===== config.mk =====
export PLATFORM = sky130hd
export DESIGN_NAME = stream_group_reverser_unit
export DESIGN_NICKNAME = d
export VERILOG_FILES = /design/src/design/sgr_pkg.sv /design/src/design/stream_group_reverser_unit.sv /design/src/design/sgr_ram.sv /design/src/design/sgr_ctrl.sv
export SDC_FILE = /design/constraint.sdc
export NUM_CORES = 1
export LEC_CHECK = 0
export BUFFER_PORTS_ARGS = -buffer_cell sky130_fd_sc_hd__buf_2
export CAP_MARGIN = 15
export CORE_ASPECT_RATIO = 0.8
export CORE_MARGIN = 4
export CORE_UTILIZATION = 50
export DETAILED_ROUTE_END_ITERATION = 12
export HOLD_SLACK_MARGIN = 0.06
export PLACE_DENSITY = 0.78
export SYNTH_ARGS = -nofsm -noshare
export SYNTH_HDL_FRONTEND = slang
export SYNTH_SLANG_ARGS = --single-unit
export TNS_END_PERCENT = 30

===== constraint.sdc =====
create_clock -name clk -period 4.9 [get_ports clk]
set_input_delay 0.98 -clock clk [delete_from_list [all_inputs] [get_ports clk]]
set_output_delay 0.98 -clock clk [all_outputs]
set_load 0.01 [all_outputs]

===== src/design/sgr_pkg.sv =====
// Package for the stream group reverser: payload types, sizing constants,
// drain state codes and group size clamp. No dependencies.
package sgr_pkg;

	localparam int MAX_GROUP = 16;
	localparam int VAL_W     = 32;
	localparam int CFG_W     = 5;
	localparam int IDX_W     = (MAX_GROUP > 1) ? $clog2(MAX_GROUP) : 1;
	localparam int CNT_W     = $clog2(MAX_GROUP + 1);
	localparam int CMP_W     = (CNT_W > CFG_W) ? CNT_W : CFG_W;

	typedef struct packed {
		logic signed [VAL_W-1:0] item_value;
		logic                    list_last;
	} in_item_t;

	typedef struct packed {
		logic signed [VAL_W-1:0] out_value;
		logic                    run_end;
		logic                    list_end;
	} out_item_t;

	typedef struct packed {
		logic             we;
		logic [IDX_W-1:0] waddr;
		logic [VAL_W-1:0] wdata;
		logic             re;
		logic [IDX_W-1:0] raddr;
	} ram_req_t;

	typedef enum logic {
		ST_IDLE,
		ST_DRAIN
	} drain_state_t;

	// zero means one, anything above the buffer depth saturates
	function automatic logic [CNT_W-1:0] clamp_size(input logic [CFG_W-1:0] raw);
		logic [CMP_W-1:0] k;
		k = CMP_W'(raw);
		if (k == '0) begin
			k = CMP_W'(1);
		end
		if (k > CMP_W'(MAX_GROUP)) begin
			k = CMP_W'(MAX_GROUP);
		end
		return k[CNT_W-1:0];
	endfunction

endpackage


===== src/design/stream_group_reverser_unit.sv =====
// Top level of the stream group reverser: group size register, clamp, group
// buffer RAM and drain control. Depends on sgr_pkg, sgr_ram, sgr_ctrl.
//
//  channel   dir  handshake             payload
//  item      in   item_valid/stall      in_item_t  {item_value, list_last}
//  result    out  result_valid/stall    out_item_t {out_value, run_end, list_end}
//  cfg       in   cfg_valid/ready       group_size, 5 bits
//
// An item that completes no run is only written to the buffer. An item that ends a group of n
// values (or ends the list with n held) starts a drain of n reads from the single read
// port, each read's data passing through the RAM read register to the output register;
// the unit then returns to idle and takes the next item.
// Reset: group size 1, fill count 0; buffer content is not cleared.
// A stall on result only pauses the drain; nothing is lost.
module stream_group_reverser_unit (
	input  logic                      clk,
	input  logic                      arst_n,
	input  logic                      item_valid,
	output logic                      item_stall,
	input  sgr_pkg::in_item_t         item_data,
	output logic                      result_valid,
	input  logic                      result_stall,
	output sgr_pkg::out_item_t        result_data,
	input  logic                      cfg_valid,
	output logic                      cfg_ready,
	input  logic [sgr_pkg::CFG_W-1:0] cfg_data
);

	logic [sgr_pkg::CFG_W-1:0] group_size_q;
	logic [sgr_pkg::CNT_W-1:0] group_k;
	sgr_pkg::ram_req_t         ram_req;
	logic [sgr_pkg::VAL_W-1:0] ram_rdata;

	// the register request is always taken and lands at once
	assign cfg_ready = 1'b1;

	always_ff @(posedge clk or negedge arst_n) begin
		if (!arst_n) begin
			group_size_q <= sgr_pkg::CFG_W'(1);
		end else if (cfg_valid && cfg_ready) begin
			group_size_q <= cfg_data;
		end
	end

	// effective size: zero acts as one, saturates at buffer depth
	assign group_k = sgr_pkg::clamp_size(group_size_q);

	sgr_ram #(
		.DEPTH(sgr_pkg::MAX_GROUP),
		.WIDTH(sgr_pkg::VAL_W)
	) u_buf (
		.clk   (clk),
		.we    (ram_req.we),
		.waddr (ram_req.waddr),
		.wdata (ram_req.wdata),
		.re    (ram_req.re),
		.raddr (ram_req.raddr),
		.rdata (ram_rdata)
	);

	sgr_ctrl u_ctrl (
		.clk          (clk),
		.arst_n       (arst_n),
		.group_k      (group_k),
		.item_valid   (item_valid),
		.item_stall   (item_stall),
		.item_data    (item_data),
		.result_valid (result_valid),
		.result_stall (result_stall),
		.result_data  (result_data),
		.ram_req      (ram_req),
		.ram_rdata    (ram_rdata)
	);

endmodule


===== src/design/sgr_ram.sv =====
// Generic simple dual port RAM: one write port, one read port, registered read.
// No dependencies.
module sgr_ram #(
	parameter int DEPTH = 16,
	parameter int WIDTH = 32
) (
	input  logic                                    clk,
	input  logic                                    we,
	input  logic [((DEPTH > 1) ? $clog2(DEPTH) : 1)-1:0] waddr,
	input  logic [WIDTH-1:0]                        wdata,
	input  logic                                    re,
	input  logic [((DEPTH > 1) ? $clog2(DEPTH) : 1)-1:0] raddr,
	output logic [WIDTH-1:0]                        rdata
);

	logic [WIDTH-1:0] mem [DEPTH];

	always_ff @(posedge clk) begin
		if (we) begin
			mem[waddr] <= wdata;
		end
	end

	// read data holds while re is low
	always_ff @(posedge clk) begin
		if (re) begin
			rdata <= mem[raddr];
		end
	end

endmodule


===== src/design/sgr_ctrl.sv =====
// Fill and drain control for the group reverser: fill count, drain sequencer,
// read pipeline and output register. Depends on sgr_pkg.
module sgr_ctrl (
	input  logic                       clk,
	input  logic                       arst_n,
	input  logic [sgr_pkg::CNT_W-1:0]  group_k,
	input  logic                       item_valid,
	output logic                       item_stall,
	input  sgr_pkg::in_item_t          item_data,
	output logic                       result_valid,
	input  logic                       result_stall,
	output sgr_pkg::out_item_t         result_data,
	output sgr_pkg::ram_req_t          ram_req,
	input  logic [sgr_pkg::VAL_W-1:0]  ram_rdata
);

	sgr_pkg::drain_state_t state_q, state_d;

	logic [sgr_pkg::CNT_W-1:0] fill_q;
	logic [sgr_pkg::CNT_W-1:0] left_q;
	logic [sgr_pkg::IDX_W-1:0] idx_q;
	logic                      rev_q;
	logic                      last_q;
	logic                      rd_s1;
	logic                      run_s1;
	logic                      lend_s1;
	logic                      result_valid_q;
	sgr_pkg::out_item_t        result_q;

	logic                      accept;
	logic [sgr_pkg::CNT_W-1:0] n_new;
	logic                      trig_rev;
	logic                      trig_fwd;
	logic                      issue;
	logic                      move;

	assign accept   = item_valid && !item_stall;
	assign n_new    = fill_q + sgr_pkg::CNT_W'(1);
	assign trig_rev = n_new >= group_k;
	assign trig_fwd = item_data.list_last && !trig_rev;
	assign move     = rd_s1 && (!result_valid_q || !result_stall);
	assign issue    = (state_q == sgr_pkg::ST_DRAIN) && (left_q != '0) && (!rd_s1 || move);

	// next state
	always_comb begin
		state_d = state_q;
		unique case (state_q)
			sgr_pkg::ST_IDLE: begin
				if (accept && (trig_rev || trig_fwd)) begin
					state_d = sgr_pkg::ST_DRAIN;
				end
			end
			sgr_pkg::ST_DRAIN: begin
				if ((left_q == '0) && !rd_s1) begin
					state_d = sgr_pkg::ST_IDLE;
				end
			end
			default: state_d = sgr_pkg::ST_IDLE;
		endcase
	end

	// outputs
	always_comb begin
		item_stall    = 1'b1;
		ram_req.we    = 1'b0;
		ram_req.waddr = fill_q[sgr_pkg::IDX_W-1:0];
		ram_req.wdata = item_data.item_value;
		ram_req.re    = issue;
		ram_req.raddr = idx_q;
		unique case (state_q)
			sgr_pkg::ST_IDLE: begin
				item_stall = 1'b0;
				ram_req.we = item_valid;
			end
			sgr_pkg::ST_DRAIN: begin
				item_stall = 1'b1;
			end
			default: item_stall = 1'b1;
		endcase
	end

	always_ff @(posedge clk or negedge arst_n) begin
		if (!arst_n) begin
			state_q <= sgr_pkg::ST_IDLE;
			fill_q  <= '0;
			left_q  <= '0;
			rd_s1   <= 1'b0;
		end else begin
			state_q <= state_d;
			if (accept) begin
				fill_q <= (trig_rev || trig_fwd) ? '0 : n_new;
				left_q <= (trig_rev || trig_fwd) ? n_new : '0;
			end else if (issue) begin
				left_q <= left_q - sgr_pkg::CNT_W'(1);
			end
			if (issue) begin
				rd_s1 <= 1'b1;
			end else if (move) begin
				rd_s1 <= 1'b0;
			end
		end
	end

	// drain pointer and per-run flags
	always_ff @(posedge clk) begin
		if (accept) begin
			rev_q  <= trig_rev;
			last_q <= item_data.list_last;
			idx_q  <= trig_rev ? fill_q[sgr_pkg::IDX_W-1:0] : '0;
		end else if (issue) begin
			idx_q <= rev_q ? (idx_q - sgr_pkg::IDX_W'(1)) : (idx_q + sgr_pkg::IDX_W'(1));
		end
		if (issue) begin
			run_s1  <= (left_q == sgr_pkg::CNT_W'(1));
			lend_s1 <= (left_q == sgr_pkg::CNT_W'(1)) && last_q;
		end
	end

	always_ff @(posedge clk or negedge arst_n) begin
		if (!arst_n) begin
			result_valid_q <= 1'b0;
		end else if (move) begin
			result_valid_q <= 1'b1;
		end else if (!result_stall) begin
			result_valid_q <= 1'b0;
		end
	end

	always_ff @(posedge clk) begin
		if (move) begin
			result_q.out_value <= ram_rdata;
			result_q.run_end   <= run_s1;
			result_q.list_end  <= lend_s1;
		end
	end

	assign result_valid = result_valid_q;
	assign result_data  = result_q;

	a_fill_step: assert property (@(posedge clk) disable iff (!arst_n)
		accept && !trig_rev && !trig_fwd |=> (state_q == sgr_pkg::ST_IDLE)
			&& (fill_q == sgr_pkg::CNT_W'($past(fill_q) + sgr_pkg::CNT_W'(1))))
		else $error("fill count did not advance on a held value");

	a_drain_len: assert property (@(posedge clk) disable iff (!arst_n)
		accept && (trig_rev || trig_fwd) |=> (state_q == sgr_pkg::ST_DRAIN)
			&& (left_q == sgr_pkg::CNT_W'($past(fill_q) + sgr_pkg::CNT_W'(1))) && (fill_q == '0))
		else $error("drain length does not match held count");

	a_hold_pending: assert property (@(posedge clk) disable iff (!arst_n)
		rd_s1 && result_valid_q && result_stall |=> rd_s1)
		else $error("pending read data dropped under stall");

	a_list_run: assert property (@(posedge clk) disable iff (!arst_n)
		result_valid_q && result_q.list_end |-> result_q.run_end)
		else $error("list end without run end");

endmodule

==> results.toml, run 1 <==
[outcome]
outcome = "completed"

[floorplanning]
die_width_um = 247
die_area_mm2 = 0.0492
coreArea_mm2 = 0.0448
count_of_boundary_i_o_pins = 80
number_of_core_rows = 69
die_h_um = 199
start_util_pct = 51.0

[layout]
nFillCells = 3103
n_antenna_cell = 0
syn_to_final_growth_pct = 12.1
final_layout_size_suffix_gt1_share_pct = 32.1
fin_nets = 1111
stdcell_count = 1695

[setup_path]
r2r_slack_ns = 2.04
critical_path_required_ns = 5.10
setup.worst_path.end_class = "flip-flop"
timing.critical_path.from_type = "flip-flop"
critical_path_class = "flip-flop to flip-flop"
timing.critical_path.fanout_max = 32
worstPathArrival_ns = 3.06

[logic_synthesis]
yosysSeqAreaShare_pct = 79.0
netlist_area_mm2 = 0.0228
synthDominantAreaCellType = "sky130_fd_sc_hd__edfxtp_1"
synth_fp_nets = 1007
synth_warnings = 0
synth.avg_cell_area_um2 = 24.1
post_synthesis_compound_gate_area_fraction_pct = 0.910
ys_ff_latch = 604
ys_async_sr_fraction_pct = 2.98
synth_area_leaders = "sky130_fd_sc_hd__edfxtp_1 (77%), sky130_fd_sc_hd__mux4_2 (16%), sky130_fd_sc_hd__dfrtp_1 (1.9%), sky130_fd_sc_hd__ha_1 (0.77%), sky130_fd_sc_hd__buf_6 (0.49%)"
synthFlopType = "sky130_fd_sc_hd__edfxtp_1"
largest_family_of_logic_cells_by_synthesized_area = "multiplexers"
synth_common_cells = "sky130_fd_sc_hd__edfxtp_1 (586), sky130_fd_sc_hd__mux4_2 (160), sky130_fd_sc_hd__clkbuf_1 (25)"
most_common_cell_in_the_netlist = "sky130_fd_sc_hd__edfxtp_1"
postSynthCellCount = 949
number_of_enable_flip_flop_cells_after_synthesis = 586
synth_xor_area_share_pct = 0.345
synth_fa_ha_area_share_pct = 0.855
yosys.area.top_type_share_pct = 77.1
yosysUniqueCellTypes = 44
synth_simple_gate_area_share_pct = 1.49
post_synth_mux_area_share_pct = 16.1

[power]
p_clk_share_pct = 29.5
leakage_nw = 8.23
p_int_mw = 10.1
switching_pwr_mw = 3.60
comb_power_share_pct = 23.6
power.switching_fraction_pct = 26.2
powerDensity_mw_per_mm2 = 535
p_seq_share_pct = 46.9
total_design_power_mw = 13.7
vdd.ir_drop.worst_mv = 0.561

[sta]
timing.final.crit_period_ns = 2.86
rsz_0062_raised_after_global_routing = "no"
timing.final.max_slew_violations = 0
worstMarginPinSlew_ns = 1.13
clock.fmax_mhz = 349
hold_viol_final = 0
slew_headroom_pct = 24.7
largest_clock_skew_in_the_final_design_ns = 0.0193
timing.final.crit_share_pct = 58.4
setup_viol = 0

[cts]
cts_htree_levels = 2
numClockSinks = 604
cts-root-to-sink-buffers = 3
tritoncts = "yes"
cts_inserted_buffers = 54
insertion_delay_to_the_later_sink_of_the_worst_skew_pair_ns = 0.58
post_cts_resized = 0
clkSlewWorstSetupHoldPaths_ns = 0.06
ctsHoldBuffers = 0
postCtsSetupBuffers = 0
clock_tree.root_cell = "sky130_fd_sc_hd__clkbuf_16"

[routing]
num_vias = 10149
final_antenna_net_count = 0
detailedRoute.firstPassIterationCount = 5
drtIter0Drc = 1132
wl_per_cell_um = 26.4
postRouteWirelength_mm = 44.7
route.detailed.drc = 0
avgViaCountPerCell = 5.99

[placement]
place_hpwl_mm = 23.7
gpl.final_weighted_congestion = 0.782
io_buffer_count = 78
place.detailed.instances = 1600

[job]
max-cap-violations = 0

[grt]
global_route_total_overflow = 0
grt_antenna_before_repair = 0
global_route_wire_length_before_repair_mm = 68.0
grt_pass1_vias = 10491
overall_global_routing_resource_usage_pct = 18.7
grt_max_degree = 94

[min_path]
hold_class = "input port to asynchronous set/reset pin"
cell families (layout without fill, tap and decap cells):
group / after synthesis / after routing
multiplexers: 166 / 166
other: 1 / 1
adder cells (fa/ha/maj): 15 / 15
buffers and inverters: 55 / 198
AND/OR/NAND/NOR: 67 / 67
AO/OA/AOI/OAI: 32 / 32
flip-flops: 604 / 604
XOR/XNOR: 9 / 9
layout make-up:
cell class	instances	area (um^2)	area share [%]
Timing Repair Buffer	91	526	2.05
Clock inverter	32	254	0.993
Clock buffer	63	1410	5.50
Sequential cell	604	18000	70.5
Tap cell	603	754	2.95
Inverter	12	45.0	0.176
Multi-Input combinational cell	290	4560	17.8
power groups by stage:
stage	clock network [mW]	logic [mW]	registers [mW]
floorplan	0	2.44	6.49
global placement	0	3.19	6.53
detailed placement	0	3.25	6.53
CTS	4.10	3.30	6.43
global route	4.36	3.48	6.46
finish	4.04	3.24	6.42
worst paths after layout:
kind,start,to,cells past startpoint
hold / removal,arst_n,group_size_q[3]$_DFFE_PN0P_,1
hold reg to reg,u_buf.rdata[6]$_DFFE_PP_,u_ctrl.result_data[8]$_DFFE_PP_,0
max in group asynchronous,arst_n,group_size_q[0]$_DFFE_PN1P_,1
min in group clk,u_buf.rdata[6]$_DFFE_PP_,u_ctrl.result_data[8]$_DFFE_PP_,0
setup / recovery,u_ctrl.state_q$_DFF_PN0_,u_buf.mem[7][24]$_DFFE_PP_,5
setup reg to reg,u_ctrl.state_q$_DFF_PN0_,u_buf.mem[7][24]$_DFFE_PP_,5
registers in the layout, indices dropped and copies added (netlist names), 4 cells and up:
name	flops
u_ctrl.fill_q	5
u_ctrl.result_data	34
group_size_q	5
u_buf.rdata	32
u_ctrl.left_q	5
u_ctrl.idx_q	4
u_buf.mem	512
placed cells by master, fill, tap and decap left out, types with 3 or more instances in the layout:
cell type                     n
sky130_fd_sc_hd__clkinv_2    12
sky130_fd_sc_hd__and3_2       4
sky130_fd_sc_hd__clkinv_1    13
sky130_fd_sc_hd__and2_2       8
sky130_fd_sc_hd__inv_2        3
sky130_fd_sc_hd__xnor2_1      5
sky130_fd_sc_hd__clkbuf_16   55
sky130_fd_sc_hd__buf_2       78
sky130_fd_sc_hd__a21o_1       3
sky130_fd_sc_hd__dfrtp_1     17
sky130_fd_sc_hd__nand4_1      3
sky130_fd_sc_hd__buf_12       3
sky130_fd_sc_hd__mux2_2       4
sky130_fd_sc_hd__ha_1        14
sky130_fd_sc_hd__o21ai_1      3
sky130_fd_sc_hd__inv_1        9
sky130_fd_sc_hd__nor3_1       4
sky130_fd_sc_hd__a21oi_1      4
sky130_fd_sc_hd__mux4_2     160
sky130_fd_sc_hd__clkbuf_1     8
sky130_fd_sc_hd__o21ai_0      4
sky130_fd_sc_hd__nand3_1      6
sky130_fd_sc_hd__buf_4       10
sky130_fd_sc_hd__bufinv_16    4
sky130_fd_sc_hd__xor2_1       4
sky130_fd_sc_hd__nand2_1     23
sky130_fd_sc_hd__o22ai_1      7
sky130_fd_sc_hd__edfxtp_1   586
sky130_fd_sc_hd__nor2_1       7
critical path, cell delays in order, from the launching register on:
cell and delay, ns:
sky130_fd_sc_hd__dfrtp_1 0.49, sky130_fd_sc_hd__nand2b_1 0.42, sky130_fd_sc_hd__inv_2 0.37, sky130_fd_sc_hd__nand2_1 0.13, sky130_fd_sc_hd__nor2_1 0.23, sky130_fd_sc_hd__and2_2 0.80
stage by stage:
step | hold WS, ns | instance area [um^2] | TNS (ns) | worst slack (ns) | util [%]
detailed placement | 0.405 | 23900 | 0 | 1.63 | 53.4
global placement | 0.403 | 23900 | 0 | 1.73 | 53.4
finish | 0.320 | 25600 | 0 | 2.04 | 57.1
CTS | 0.312 | 25600 | 0 | 2.08 | 57.1
global route | 0.343 | 25600 | 0 | 1.86 | 57.1
floorplan | 0.400 | 22800 | -16.63 | -0.260 | -
layer usage:
metal	GRT usage [%]	part of all wire (%)	vias up	routed length, um
li1	-	-	4235	-
met1	27.2	41	5413	18300
met2	30.5	50	429	22500
met3	2.88	6.7	72	3000
met4	4.52	2.0	0	890
met5	0	0	-	0
(Power assumes the default switching activity.)
==> run 2: changes to the inputs <==
==> constraint.sdc (replaced) <==
create_clock -name clk -period 2.4 [get_ports clk]
set_input_delay 0.48 -clock clk [delete_from_list [all_inputs] [get_ports clk]]
set_output_delay 0.48 -clock clk [all_outputs]
set_load 0.01 [all_outputs]
==> run 2 against run 1 <==
  * First-iteration DRC count decreased by 5.7%
  * Critical path depth shrank 1
  * Largest power group unchanged
  * Flip-flop and latch count did not move
  * Count of clock-buffer cells in the layout up 4
  * Hold slack lost 0.21 ns
  * Utilization increased by 1.9 points
  * Combinational power is 120% higher
  * Total power up 110%
==> results.toml, run 2 (synthesis results as in run 1) <==
[setup_path]
critical_path.top_delay_family = "multiplexers"
r2r_slack_ns = 0.16
worstPathArrival_ns = 2.55
setup.worst_path.end_class = "flip-flop"
critPathMostFrequentCell = "sky130_fd_sc_hd__mux4_2"
critical_path_class = "flip-flop to flip-flop"
timing.critical_path.fanout_max = 22
worst_path_largest_cell_delay_ns = 0.57
path_buf_inv = 2
timing.reg2reg.worst_path_depth = 4
worst_r2r_endpoint = "u_buf.rdata[17]$_DFFE_PP_"
crit_path_top_delay_cell = "sky130_fd_sc_hd__mux4_2"
critical_path_required_ns = 2.71
path_cells = "buf_12 -> buf_4 -> mux4_2 -> mux4_2"
timing.critical_path.from_type = "flip-flop"
reg2reg_from = "u_ctrl.idx_q[0]$_DFFE_PP_"

[min_path]
hold-path-endpoint = "group_size_q[4]$_DFFE_PN0P_"
whs_path_cells = 3
hp-start = "cfg_data[4]"
hold_class = "input port to flip-flop"

[grt]
grt_max_degree = 55
overall_global_routing_resource_usage_pct = 19.9
global_route_wire_length_before_repair_mm = 71.2
global_route_total_overflow = 0
grt_pass1_vias = 10924
grt_antenna_before_repair = 3

[sta]
worst_case_setup_margin_in_the_final_layout_ns = 0.162
timing.final.max_slew_violations = 0
timing.final.crit_period_ns = 2.24
fin_hold_ws_ns = 0.114
setup_viol = 0
final.setup.tns_ns = 0
hold_viol_final = 0
clock.fmax_mhz = 447
largest_clock_skew_in_the_final_design_ns = 0.0205
timing.final.crit_share_pct = 93.3

[cts]
tritoncts = "yes"
cts_htree_levels = 2
clock_tree.root_cell = "sky130_fd_sc_hd__clkbuf_16"
insertion_delay_to_the_later_sink_of_the_worst_skew_pair_ns = 0.59
numClockSinks = 604
cts-root-to-sink-buffers = 3
clkSlewWorstSetupHoldPaths_ns = 0.06
cts_inserted_buffers = 55
postCtsSetupBuffers = 0

[floorplanning]
die_h_um = 199
coreArea_mm2 = 0.0448
die_area_mm2 = 0.0492
die_width_um = 247
start_util_pct = 51.0
number_of_core_rows = 69
count_of_boundary_i_o_pins = 80

[placement]
gpl.final_weighted_congestion = 0.779
place_hpwl_mm = 24.0
io_buffer_count = 78
preCtsSetupSlack_ns = 0.0105

[layout]
syn_to_final_growth_pct = 15.7
largest_reg_flops = 512
largest_register = "u_buf.mem"
mostFrequentLayoutCells = "sky130_fd_sc_hd__edfxtp_1 (586), sky130_fd_sc_hd__mux4_2 (160), sky130_fd_sc_hd__buf_2 (78)"
most_common_cell_after_layout_fill_and_taps_aside = "sky130_fd_sc_hd__edfxtp_1"
nFillCells = 3019
fin_nets = 1144
final_layout_size_suffix_gt1_share_pct = 34.7

[routing]
avgViaCountPerCell = 5.99
detailedRoute.firstPassIterationCount = 5
num_vias = 10395
postRouteWirelength_mm = 48.1
route.detailed.drc = 0
drtIter0Drc = 1068
wl_per_cell_um = 27.7
final_antenna_net_count = 0

[power]
vdd.ir_drop.worst_mv = 0.759
leakage_nw = 8.60
powerDensity_mw_per_mm2 = 1100

[outcome]
outcome = "completed"

[job]
max-cap-violations = 0
## run 2: changes by cell type in the layout (fill, tap and decap cells not counted), moves of 2 or more
cell                        before  now
sky130_fd_sc_hd__xnor2_1         5    3
sky130_fd_sc_hd__nor4b_2         2    0
sky130_fd_sc_hd__nor4b_4         1    3
sky130_fd_sc_hd__xnor2_2         0    2
sky130_fd_sc_hd__clkbuf_1        8   10
sky130_fd_sc_hd__clkbuf_16      55   57
sky130_fd_sc_hd__buf_4          10   13
sky130_fd_sc_hd__buf_12          3   31
sky130_fd_sc_hd__bufinv_16       4    8
## run 2: layout make-up
cell class                      instances  area (um^2)  share of cell area, %
Clock buffer                           67         1460                   5.54
Sequential cell                       604        18000                   68.3
Tap cell                              603          754                   2.86
Multi-Input combinational cell        290         4620                   17.5
Inverter                               12         45.0                  0.170
Clock inverter                         35          373                   1.41
Timing Repair Buffer                  123         1120                   4.23
Antenna cell                            1         2.50                0.00947
## run 2: how the worst max path moves through the flow
stage / start / to / cells after the start
2_1_floorplan: u_ctrl.state_q$_DFF_PN0_ / u_buf.mem[0][0]$_DFFE_PP_ / 4
3_3_place_gp: u_ctrl.fill_q[1]$_DFFE_PN0P_ / u_ctrl.idx_q[2]$_DFFE_PP_ / 7
3_5_place_dp: u_ctrl.fill_q[1]$_DFFE_PN0P_ / u_ctrl.idx_q[3]$_DFFE_PP_ / 7
4_1_cts: u_ctrl.fill_q[1]$_DFFE_PN0P_ / u_ctrl.idx_q[2]$_DFFE_PP_ / 7
5_1_grt: u_ctrl.fill_q[1]$_DFFE_PN0P_ / u_ctrl.idx_q[2]$_DFFE_PP_ / 7
6_report: u_ctrl.idx_q[0]$_DFFE_PP_ / u_buf.rdata[17]$_DFFE_PP_ / 4
## run 2: through the flow
stage / utilization (%) / power [mW] / area, um^2 / std cells
3_5_place_dp: 54.8 / 20.4 / 24500 / 1631
5_1_grt: 59.0 / 30.3 / 26400 / 1734
4_1_cts: 58.9 / 29.4 / 26400 / 1734
6_report: 59.0 / 29.1 / 26400 / 1735
3_3_place_gp: 54.8 / 20.3 / 24500 / 1631
2_1_floorplan: - / 18.3 / 22900 / 949
## run 2: power breakdown
group	internal, mW	switching, mW	total [mW]
clock	5.19	3.68	8.87
combinational	3.76	3.40	7.16
sequential	12.7	0.357	13.1
total	21.7	7.43	29.1
## run 2: metal layers
layer  up-vias  track usage, %  part of all wire, %
met3        71            3.47                  6.9
met5         -               0                0.075
met1      5596            27.7                   41
met4         6            3.82                  1.6
li1       4311               -                    -
met2       411            33.9                   51
## run 2: timing repair
| action | in CTS | in global routing |
|---|---|---|
| endpoints found under the setup margin | 2 | 14 |
| hold buffers | 1 | 0 |
| resized for setup | 1 | 5 |
| endpoints found under the hold margin | 17 | 0 |
| gates cloned | 0 | 0 |
| pin swaps | 0 | 1 |
## run 2: worst register-to-register path: cells and delay by family, from the launching register on
| family | cells | cell delay (ns) |
|---|---|---|
| DFF | 1 | 0.37 |
| muxes | 2 | 1.06 |
| buffers and inverters | 2 | 0.54 |
==> run 3: changes to the inputs <==
--- a/config.mk
+++ b/config.mk
@@ -12,7 +12,7 @@
 export CORE_UTILIZATION = 50
 export DETAILED_ROUTE_END_ITERATION = 12
 export HOLD_SLACK_MARGIN = 0.06
-export PLACE_DENSITY = 0.78
+export PLACE_DENSITY = 0.69
 export SYNTH_ARGS = -nofsm -noshare
 export SYNTH_HDL_FRONTEND = slang
 export SYNTH_SLANG_ARGS = --single-unit
==> run 3 against run 2 <==
  * Flip-flop and latch count did not move
  * Combinational power fell by 5.4%
  * Total power fell by 2.9%
  * Global-route usage fell by 0.77 points
  * Clock skew fell by 0.0092 ns
  * Critical endpoint is now u_ctrl.fill_q[2]$_DFFE_PN0P_
  * Largest cell class unchanged
==> results.toml, run 3 (synthesis results as in run 1) <==
[routing]
wl_per_cell_um = 26.3
route.detailed.drc = 0
detailedRoute.firstPassIterationCount = 5
drtIter0Drc = 1032
postRouteWirelength_mm = 45.7
final_antenna_net_count = 0
num_vias = 10111
avgViaCountPerCell = 5.82

[power]
total_design_power_mw = 28.2
vdd.ir_drop.worst_mv = 0.953
powerDensity_mw_per_mm2 = 1080
leakage_nw = 8.51

[grt]
global_route_total_overflow = 0
global_route_wire_length_before_repair_mm = 68.8
grt_pass1_vias = 10711
grt_antenna_before_repair = 4
grt_max_degree = 77
overall_global_routing_resource_usage_pct = 19.1

[floorplanning]
die_area_mm2 = 0.0492
count_of_boundary_i_o_pins = 80
start_util_pct = 51.0
number_of_core_rows = 69
coreArea_mm2 = 0.0448
die_width_um = 247
die_h_um = 199

[setup_path]
reg2reg_from = "u_ctrl.fill_q[0]$_DFFE_PN0P_"
timing.reg2reg.worst_path_depth = 8
critical_path_required_ns = 2.89
timing.critical_path.from_type = "flip-flop"
timing.critical_path.fanout_max = 6
r2r_slack_ns = 0.14
critical_path_class = "flip-flop to flip-flop"
setup.worst_path.end_class = "flip-flop"
worstPathArrival_ns = 2.75
worst_r2r_endpoint = "u_ctrl.fill_q[2]$_DFFE_PN0P_"

[placement]
dpl-instance-area_mm2 = 0.0245
gpl.final_weighted_congestion = 0.764
place_hpwl_mm = 23.8
place.detailed.instances = 1636
io_buffer_count = 78

[layout]
total_area_of_multi_input_combinational_cells_mm2 = 0.00459
stdcell_count = 1737
largest_register = "u_buf.mem"
design_area_mm2 = 0.0262
syn_to_final_growth_pct = 14.8
largest_reg_flops = 512
final_util_pct = 58.5
fin_nets = 1150
mostFrequentLayoutCells = "sky130_fd_sc_hd__edfxtp_1 (586), sky130_fd_sc_hd__mux4_2 (160), sky130_fd_sc_hd__buf_2 (78)"
most_common_cell_after_layout_fill_and_taps_aside = "sky130_fd_sc_hd__edfxtp_1"
nFillCells = 3167
final_layout_size_suffix_gt1_share_pct = 34.4
regArea_mm2 = 0.0180

[cts]
clock_tree.root_cell = "sky130_fd_sc_hd__clkbuf_16"
cts-root-to-sink-buffers = 3
clkSlewWorstSetupHoldPaths_ns = 0.06
cts_htree_levels = 2
postCtsSetupBuffers = 0
insertion_delay_to_the_later_sink_of_the_worst_skew_pair_ns = 0.59
numClockSinks = 604
cts_inserted_buffers = 56
tritoncts = "yes"

[outcome]
outcome = "completed"

[min_path]
hold-path-endpoint = "group_size_q[4]$_DFFE_PN0P_"
hp-start = "cfg_data[4]"
hold_class = "input port to flip-flop"
whs_path_cells = 3

[sta]
timing.final.crit_share_pct = 94.1
final.setup.tns_ns = 0
worstMarginPinSlew_ns = 0.580
slew_headroom_pct = 61.3
setup_viol = 0
largest_clock_skew_in_the_final_design_ns = 0.0113
hold_viol_final = 0
timing.final.max_slew_violations = 0
timing.final.crit_period_ns = 2.26
rsz_0062_raised_after_global_routing = "no"
clock.fmax_mhz = 443

[job]
max-cap-violations = 0
==> run 3: cell count changes in the layout (fill, tap and decap cells not counted), moves of 2 or more <==
cell / delta
sky130_fd_sc_hd__xnor2_2: -2
sky130_fd_sc_hd__clkbuf_1: +6
sky130_fd_sc_hd__clkinv_2: -3
sky130_fd_sc_hd__buf_4: +14
sky130_fd_sc_hd__clkinv_1: -3
sky130_fd_sc_hd__xnor2_1: +2
sky130_fd_sc_hd__bufinv_16: -4
sky130_fd_sc_hd__buf_12: -9
==> run 3: repair_timing <==
item | 4_1_cts | 5_1_grt
endpoints found under the hold margin | 17 | 0
resized for setup | 1 | 2
endpoints found under the setup margin | 2 | 6
hold buffers | 1 | 0
pin swaps | 0 | 1
==> run 3: how the worst max path moves through the flow <==
stage | end | cells after the start | slack (ns) | from
after floorplan | u_buf.mem[0][0]$_DFFE_PP_ | 4 | -0.04 | u_ctrl.state_q$_DFF_PN0_
after global placement | u_ctrl.idx_q[3]$_DFFE_PP_ | 7 | 0.10 | u_ctrl.fill_q[1]$_DFFE_PN0P_
after detailed placement | u_ctrl.idx_q[3]$_DFFE_PP_ | 7 | 0.01 | u_ctrl.fill_q[1]$_DFFE_PN0P_
after CTS | u_ctrl.idx_q[3]$_DFFE_PP_ | 7 | 0.06 | u_ctrl.fill_q[1]$_DFFE_PN0P_
after global routing | u_ctrl.fill_q[2]$_DFFE_PN0P_ | 8 | 0.03 | u_ctrl.fill_q[0]$_DFFE_PN0P_
final | u_ctrl.fill_q[2]$_DFFE_PN0P_ | 8 | 0.14 | u_ctrl.fill_q[0]$_DFFE_PN0P_
==> run 3: metrics by stage <==
| step | hold slack [ns] | setup WS [ns] |
|---|---|---|
| 2_1_floorplan | 0.184 | -0.0441 |
| 3_3_place_gp | 0.401 | 0.104 |
| 3_5_place_dp | 0.406 | 0.0109 |
| 4_1_cts | 0.0669 | 0.0636 |
| 5_1_grt | 0.0950 | 0.0254 |
| 6_report | 0.101 | 0.143 |
==> run 3: cell type report <==
type	count	area share, %
clock inverter	25	0.864
timing repair buffer	128	3.98
multi-input combinational	290	17.5
sequential	604	68.9
clock buffer	73	5.67
antenna	2	0.0191
inverter	12	0.172
tap	603	2.88
==> run 3: routing by layer <==
metal / up-vias / share of wire, % / track usage (%)
met1: 5386 / 42 / 27.4
met3: 68 / 6.5 / 4.44
li1: 4318 / - / -
met5: - / 0.10 / 0
met4: 6 / 1.6 / 3.80
met2: 333 / 50 / 30.8
==> run 3: critical path, cell delays in order, from the launching register on <==
cell                       delay [ns]
sky130_fd_sc_hd__dfrtp_1         0.36
sky130_fd_sc_hd__buf_4           0.14
sky130_fd_sc_hd__nand3_1         0.09
sky130_fd_sc_hd__xnor2_1         0.23
sky130_fd_sc_hd__ha_1            0.30
sky130_fd_sc_hd__or2_1           0.25
sky130_fd_sc_hd__a211oi_1        0.37
sky130_fd_sc_hd__nor2_1          0.17
sky130_fd_sc_hd__o211ai_1        0.25
==> run 3: power by group <==
part | switching, mW | internal [mW]
Sequential | 0.348 | 12.7
Combinational | 3.20 | 3.57
Clock | 3.64 | 4.77
